===== src/rtl/core/cartesian_to_spherical_macros.svh =====
// assertion macros shared by the cartesian to spherical rtl
`ifndef CARTESIAN_TO_SPHERICAL_MACROS_SVH
`define CARTESIAN_TO_SPHERICAL_MACROS_SVH
// same-cycle implication, checked outside reset
`define C2S_ASSERT_IMP(lbl, ante, cons, msg) \
  lbl: assert property (@(posedge clk) disable iff (!rst_n) (ante) |-> (cons)) else $error(msg);
// next-cycle implication, checked outside reset
`define C2S_ASSERT_NXT(lbl, ante, cons, msg) \
  lbl: assert property (@(posedge clk) disable iff (!rst_n) (ante) |=> (cons)) else $error(msg);
`endif


===== src/rtl/core/c2s_pkg.sv =====
// shared constants, types and helper functions for the cartesian to spherical block
package c2s_pkg;

  // number of cordic micro-rotations
  localparam int CORDIC_STAGES = 32;
  // cordic datapath width and angle accumulator width
  localparam int CW = 60;
  localparam int AW = 64;
  // square root: one result bit per stage plus a rounding stage
  localparam int SQ_STEPS = 32;
  localparam int SQ_LAT   = SQ_STEPS + 1;
  // cordic: pre-rotation, micro-rotations, rounding
  localparam int CD_LAT   = CORDIC_STAGES + 2;
  // register stages ahead of the square root units
  localparam int FRONT_STAGES = 7;
  localparam int PIPE_DEPTH   = FRONT_STAGES + SQ_LAT + CD_LAT;

  localparam logic signed [AW-1:0] PI_Q60         = 64'sh3243F6A8885A308D;
  localparam logic signed [AW-1:0] QUARTER_PI_Q60 = 64'sh0C90FDAA22168C23;
  localparam logic signed [AW-1:0] RND_HALF       = 64'sh0000000040000000;
  localparam logic signed [32:0]   PI_Q29         = 33'sd1686629713;
  localparam logic signed [32:0]   NEG_PI_Q29     = -33'sd1686629713;

  // delayed alongside the square root units
  typedef struct packed {
    logic signed [32:0] zn;
    logic signed [32:0] axn;
    logic signed [32:0] ayn;
    logic               nz_p;
    logic               nz_a;
  } c2s_side_sq_t;

  // delayed alongside the cordic units
  typedef struct packed {
    logic [32:0] radius;
    logic        nz_p;
    logic        nz_a;
  } c2s_side_cd_t;

  // floor(2^e / d) by restoring long division, elaboration only
  function automatic logic [63:0] pow2_div(input int e, input logic [63:0] d);
    logic [63:0] num;
    logic [63:0] rem;
    logic [63:0] q;
    num = 64'd1 << e;
    rem = '0;
    q   = '0;
    for (int b = 63; b >= 0; b--) begin
      rem = {rem[62:0], num[b]};
      if (rem >= d) begin
        rem  = rem - d;
        q[b] = 1'b1;
      end
    end
    return q;
  endfunction

  // arctan(2^-i) in q60 from the truncated power series
  function automatic logic signed [AW-1:0] atan_q60(input int i);
    logic signed [AW-1:0] acc;
    int e;
    acc = '0;
    if (i == 0) begin
      acc = QUARTER_PI_Q60;
    end else begin
      for (int k = 0; k < 31; k++) begin
        if (i * (2 * k + 1) <= 60) begin
          e = 60 - i * (2 * k + 1);
          if (k % 2 == 1) acc = acc - signed'(pow2_div(e, 64'(2 * k + 1)));
          else            acc = acc + signed'(pow2_div(e, 64'(2 * k + 1)));
        end
      end
    end
    return acc;
  endfunction

  // left shift that brings a magnitude into [2^30, 2^31]
  function automatic logic [4:0] norm_shift(input logic [31:0] m);
    logic [4:0] s;
    s = '0;
    for (int i = 0; i < 30; i++) begin
      if (m[i]) s = 5'(30 - i);
    end
    if (m[31:30] != 2'b00) s = '0;
    return s;
  endfunction

  // magnitude of a signed 32-bit value
  function automatic logic [31:0] mag32(input logic signed [31:0] v);
    return v[31] ? 32'(-v) : 32'(v);
  endfunction

endpackage


===== src/rtl/core/c2s_isqrt.sv =====
// pipelined integer square root, rounded to nearest, one root bit per stage
module c2s_isqrt (
  input  logic        clk,
  input  logic        en,
  input  logic [63:0] n_i,
  output logic [32:0] root_o
);
  import c2s_pkg::*;

  logic [34:0] rem_r  [SQ_STEPS];
  logic [31:0] root_r [SQ_STEPS];
  logic [63:0] rest_r [SQ_STEPS];

  // one digit step per stage
  for (genvar j = 0; j < SQ_STEPS; j++) begin : g_step
    logic [34:0] prem;
    logic [31:0] proot;
    logic [63:0] prest;
    logic [34:0] cur;
    logic [34:0] trial;

    if (j == 0) begin : g_first
      assign prem  = '0;
      assign proot = '0;
      assign prest = n_i;
    end else begin : g_next
      assign prem  = rem_r[j-1];
      assign proot = root_r[j-1];
      assign prest = rest_r[j-1];
    end

    assign cur   = {prem[32:0], prest[63:62]};
    assign trial = {1'b0, proot, 2'b01};

    always_ff @(posedge clk) begin
      if (en) begin
        rest_r[j] <= {prest[61:0], 2'b00};
        if (cur >= trial) begin
          rem_r[j]  <= cur - trial;
          root_r[j] <= {proot[30:0], 1'b1};
        end else begin
          rem_r[j]  <= cur;
          root_r[j] <= {proot[30:0], 1'b0};
        end
      end
    end
  end

  // round up when the remainder exceeds the floor root
  always_ff @(posedge clk) begin
    if (en) begin
      root_o <= {1'b0, root_r[SQ_STEPS-1]}
              + 33'(rem_r[SQ_STEPS-1] > {3'b000, root_r[SQ_STEPS-1]});
    end
  end

endmodule


===== config.mk =====
export PLATFORM = sky130hd
export DESIGN_NAME = c2s_isqrt
export DESIGN_NICKNAME = d
export VERILOG_FILES = /design/src/rtl/core/cartesian_to_spherical_macros.svh /design/src/rtl/core/c2s_pkg.sv /design/src/rtl/core/c2s_isqrt.sv
export SDC_FILE = /design/constraint.sdc
export NUM_CORES = 2
export LEC_CHECK = 0
export BUFFER_PORTS_ARGS = -buffer_cell sky130_fd_sc_hd__buf_2
export CAP_MARGIN = 30
export CORE_MARGIN = 5
export CORE_UTILIZATION = 60
export CTS_CLUSTER_DIAMETER = 30
export DETAILED_ROUTE_END_ITERATION = 12
export PLACE_DENSITY = 0.76
export SYNTH_ARGS = -nofsm -noshare
export SYNTH_HDL_FRONTEND = slang
export SYNTH_MEMORY_MAX_BITS = 65536
export SYNTH_SLANG_ARGS = --single-unit
export TNS_END_PERCENT = 20

===== constraint.sdc =====
create_clock -name clk -period 8.4 [get_ports clk]
set_input_delay 1.68 -clock clk [delete_from_list [all_inputs] [get_ports clk]]
set_output_delay 1.68 -clock clk [all_outputs]
set_load 0.05 [all_outputs]

After elaboration in Yosys (flattened, before gate mapping)
Memory sizes are Yosys's and may differ from the RTL's.
Index checks and enable logic that the tools add are counted.
{"block": "totals", "register_bits": 33, "latchBits": 0, "mem_bits_rw": 4128, "mem_bits_ro": 0, "inputBits": 66, "output_inout_bits": 33, "wordCells": 392, "n_memories": 3}
{"block": "classes", "n_addsub": 33, "multipliers": 0, "div": 0, "order_cmp": 33, "eq_ne": 0, "shift": 0, "mux": 258, "n_bitwise": 64, "n_reduce_logical": 0}
{"memory": "rest_r", "depth": 32, "width": 62, "rd": 31, "rd_ports_with_merged_regs": 0, "write_ports": 32, "line_no": "c2s_isqrt.sv:12", "source": "logic [63:0] rest_r [SQ_STEPS];"}
{"memory": "rem_r", "depth": 32, "width": 35, "rd": 32, "rd_ports_with_merged_regs": 0, "write_ports": 32, "line_no": "c2s_isqrt.sv:10", "source": "logic [34:0] rem_r [SQ_STEPS];"}
{"memory": "root_r", "depth": 32, "width": 32, "rd": 32, "rd_ports_with_merged_regs": 0, "write_ports": 32, "line_no": "c2s_isqrt.sv:11", "source": "logic [31:0] root_r [SQ_STEPS];"}
{"cell": "$mux 35", "n": 32}
{"cell": "$ge 35x34->1", "n": 31}
{"cell": "$sub 35x34->35", "n": 31}
{"cell": "$mux 32", "n": 32}
{"cell": "$mux 1", "n": 194}
{"cell": "$or 1x1->1", "n": 64}
{"cell": "$gt 35x32->1", "n": 1}
{"cell": "$add 32x1->33", "n": 1}
{"cell": "$sub 2x1->3 const B", "n": 1}
{"cell": "$ge 2x1->1 const B", "n": 1}

Logic depth before layout (Yosys ltp)
An unclocked memory read counts as a cell.
{"block": "depth", "ltp_word": 6, "ltp_mapped": 19, "depth_no_buf": 19}

Worst setup path after synthesis
OpenSTA, ideal clock, no wires.
{"block": "synth_path", "path_kind": "input to register", "start": "in en", "end": "mem rem_r[27][0], in the netlist rem_r[1][385], enable pin", "setup_ns": 0.440, "arrival_time_ns": 4.656, "t_required_ns": 7.960, "path_slack_ns": 3.304, "stages": 6, "path_buffers": 6, "cell_sequence": "clkbuf_1 clkbuf_1 clkbuf_1 clkbuf_1 clkbuf_1 clkbuf_1"}
{"element": "start, declared", "line_no": "c2s_isqrt.sv:4", "source": "input logic en,"}
{"element": "end, declared", "line_no": "c2s_isqrt.sv:10"}

==> out/metrics.cfg <==
[synthesis]
syn-cell-area_um2=121000
syn-instance-count=9486
synth_flop_cell=edfxtp_1
synthAdderAreaFrac=0.0620
avgSynthCellArea_um2=12.7
yosysTopAreaCellShare=0.637
synth-seq-cells=2562
synth_warnings=0
seq_area_frac_synth=0.637
synth-compound-area-share=0.0939
synth_fp_nets=10151
synth_top_cell_by_area=edfxtp_1
synth-async-reset-ratio=0
synth_top_family_by_area=simple AND/OR/NAND/NOR gates
synth_edf_count=2561
synth_area_leaders=edfxtp_1, ha_1, xnor2_1
synth_cell_types=93
muxShareOfSynthArea=0.00743
ys_top_cells_by_count=edfxtp_1, nand2_1, inv_1
synth_most_common_cell=edfxtp_1
synth-xor-area-share=0.0625
synthSimpleGateAreaFrac=0.108

[place]
place_area_um2=125000
pre_cts_ws_ns=3.31
io_buffers=98
dp_hpwl_mm=174
globalplace.congestion=0.931

[clocking]
cts_tree=done
hold_buffers=0
cts_buffers=474
h-tree-depth=5
clock_path_buffers=4
cts.sinks=2562
cts_resized=0
cts_setup_buffers=0
clkTransAtPathRegs_ns=0.05
cts-root-buf=clkbuf_16
clkLatencyLatePin_ns=1.00

[routing]
drt_iter0_drc=6662
wire_per_inst_um=19.2
wl_mm=250
dr.pass1.iters=5
vias_per_cell=5.81
drc=0
ant_nets=0
via_count=75443

[timing]
tns_ns=0
slew_headroom=0.322
finalHoldViolCount=0
rsz0062_at_grt=false
fin_skew_ns=0.118
setup_ws_ns=3.94
period_needed_ns=4.46
worst_pin_slew_ns=1.02
drv_slew=0
setup_viol=0
period_share=0.531
fmaxAchievable_mhz=224

[grt]
grt_use_total=0.234
grt_max_degree=189
grt_pass1_wl_mm=396
grt_pass1_vias=74998
grt_antenna_before_repair=4
gr-total-overflow=0

[floorplanning]
rows=164
die-area_um2=210000
fp.dieH_um=459
initial_core_util=0.604
ioPinCount=99
core_um2=200000
die_w_um=459

[finish]
fin_area_um2=141000
synthToLayoutAreaGrowth_pct=16.8
drive_above_1_share=0.111
fillers=13216
layout.nets=10600

[power]
powerDensity_nw_per_um2=319
peakVddDrop_uv=268
cellLeakagePower_nw=54.7

[setup_path]
worstSetupStartpoint=rem_r[1][212]
critPathMaxStageDelay_ns=0.58
end_kind=flop
cp-start-kind=flop
slowest_stage=a221oi_1
path_max_fanout=33
critPathKind=reg -> reg
crit_chain=ha_1 > nor3_1 > a211oi_1 > a221oi_1 > o22ai_1 > a221oi_1 > o21ai_0 > nor3b_2 > buf_4 > mux2_2
worstPathArrival_ns=5.20
crit_top_cell=a221oi_1
r2r-start=rem_r[1][212]
crit_required_ns=9.14

[status]
status=finished, final reports clean

[min_path]
hold_path.class=reg -> reg
hold_start=rest_r[0][15]

[run]
cap_violations=0

## state kept, by name, indices dropped and copies added, names as in the netlist
register / cells
root_o: 33
rem_r: 1009
root_r: 528
rest_r: 992
## area by class of cell
class / instances / area [µm²] / share of cell area
clock buffer: 504 / 12000 / 0.0853
sequential: 2562 / 76900 / 0.545
inverter: 744 / 2790 / 0.0198
antenna: 3 / 7.51 / 0.0000532
timing repair buffer: 166 / 1220 / 0.00866
clock inverter: 364 / 4430 / 0.0314
tap: 2656 / 3320 / 0.0235
multi-input combinational: 5987 / 40400 / 0.286
## through the flow
stage	hold WS [ns]	util	std cells	power [mW]
after detailed placement	0.405	0.622	12106	25.7
after global placement	0.400	0.622	12103	25.5
after CTS	0.371	0.705	12974	45.3
after floorplan	0.400	-	9486	23.4
after global routing	0.375	0.706	12984	47.0
final	0.379	0.706	12986	45.0
## layer usage
| metal | GRT usage | part of all wire | up-vias |
|---|---|---|---|
| li1 | - | - | 36039 |
| met1 | 0.294 | 0.41 | 36494 |
| met2 | 0.410 | 0.51 | 2223 |
| met3 | 0.0359 | 0.051 | 687 |
| met4 | 0.0913 | 0.037 | 0 |
| met5 | 0 | 0 | - |
## critical path: cells and delay by family (launching register included)
family                     cells  cell delay (ns)
AOI/OAI and AO/OA              5             1.86
adders and majority gates      1             0.29
buffers and inverters          1             0.40
DFF                            1             0.45
muxes                          1             0.38
and+or+nand+nor                2             0.78
## path summary, 6_finish.rpt
path,to,slack [ns],depth (start not counted)
max,rem_r[1][267],3.94,10
min,rest_r[0][79],0.38,0
max reg2reg,rem_r[1][267],3.94,10
min reg2reg,rest_r[0][79],0.38,0
## where the power goes
part | internal, mW | switching (mW)
Clock | 12.8 | 6.54
Sequential | 16.4 | 1.26
Combinational | 3.40 | 4.64
Total | 32.6 | 12.4
## cell usage in the layout, fill, tap and decap left out, types with 247 or more instances in the layout
master,netlist,layout
edfxtp_1,2561,2561
nor2_1,482,480
xnor2_1,431,431
xor2_1,431,431
clkbuf_16,0,477
a21o_1,260,260
inv_1,742,742
ha_1,599,599
nor3_1,248,247
a21oi_1,440,438
nand2_1,768,768
o21ai_0,642,642
## cells by family (layout without fill, tap and decap cells)
| family | count (synthesis) | count (layout) |
|---|---|---|
| buf+inv | 937 | 1778 |
| flops | 2562 | 2562 |
| fa+ha+maj | 599 | 599 |
| compound gates | 1845 | 1845 |
| mux | 81 | 81 |
| xor+xnor | 862 | 862 |
| simple gates | 2600 | 2600 |
| other cells | 0 | 3 |
(Power assumes the default switching activity.)
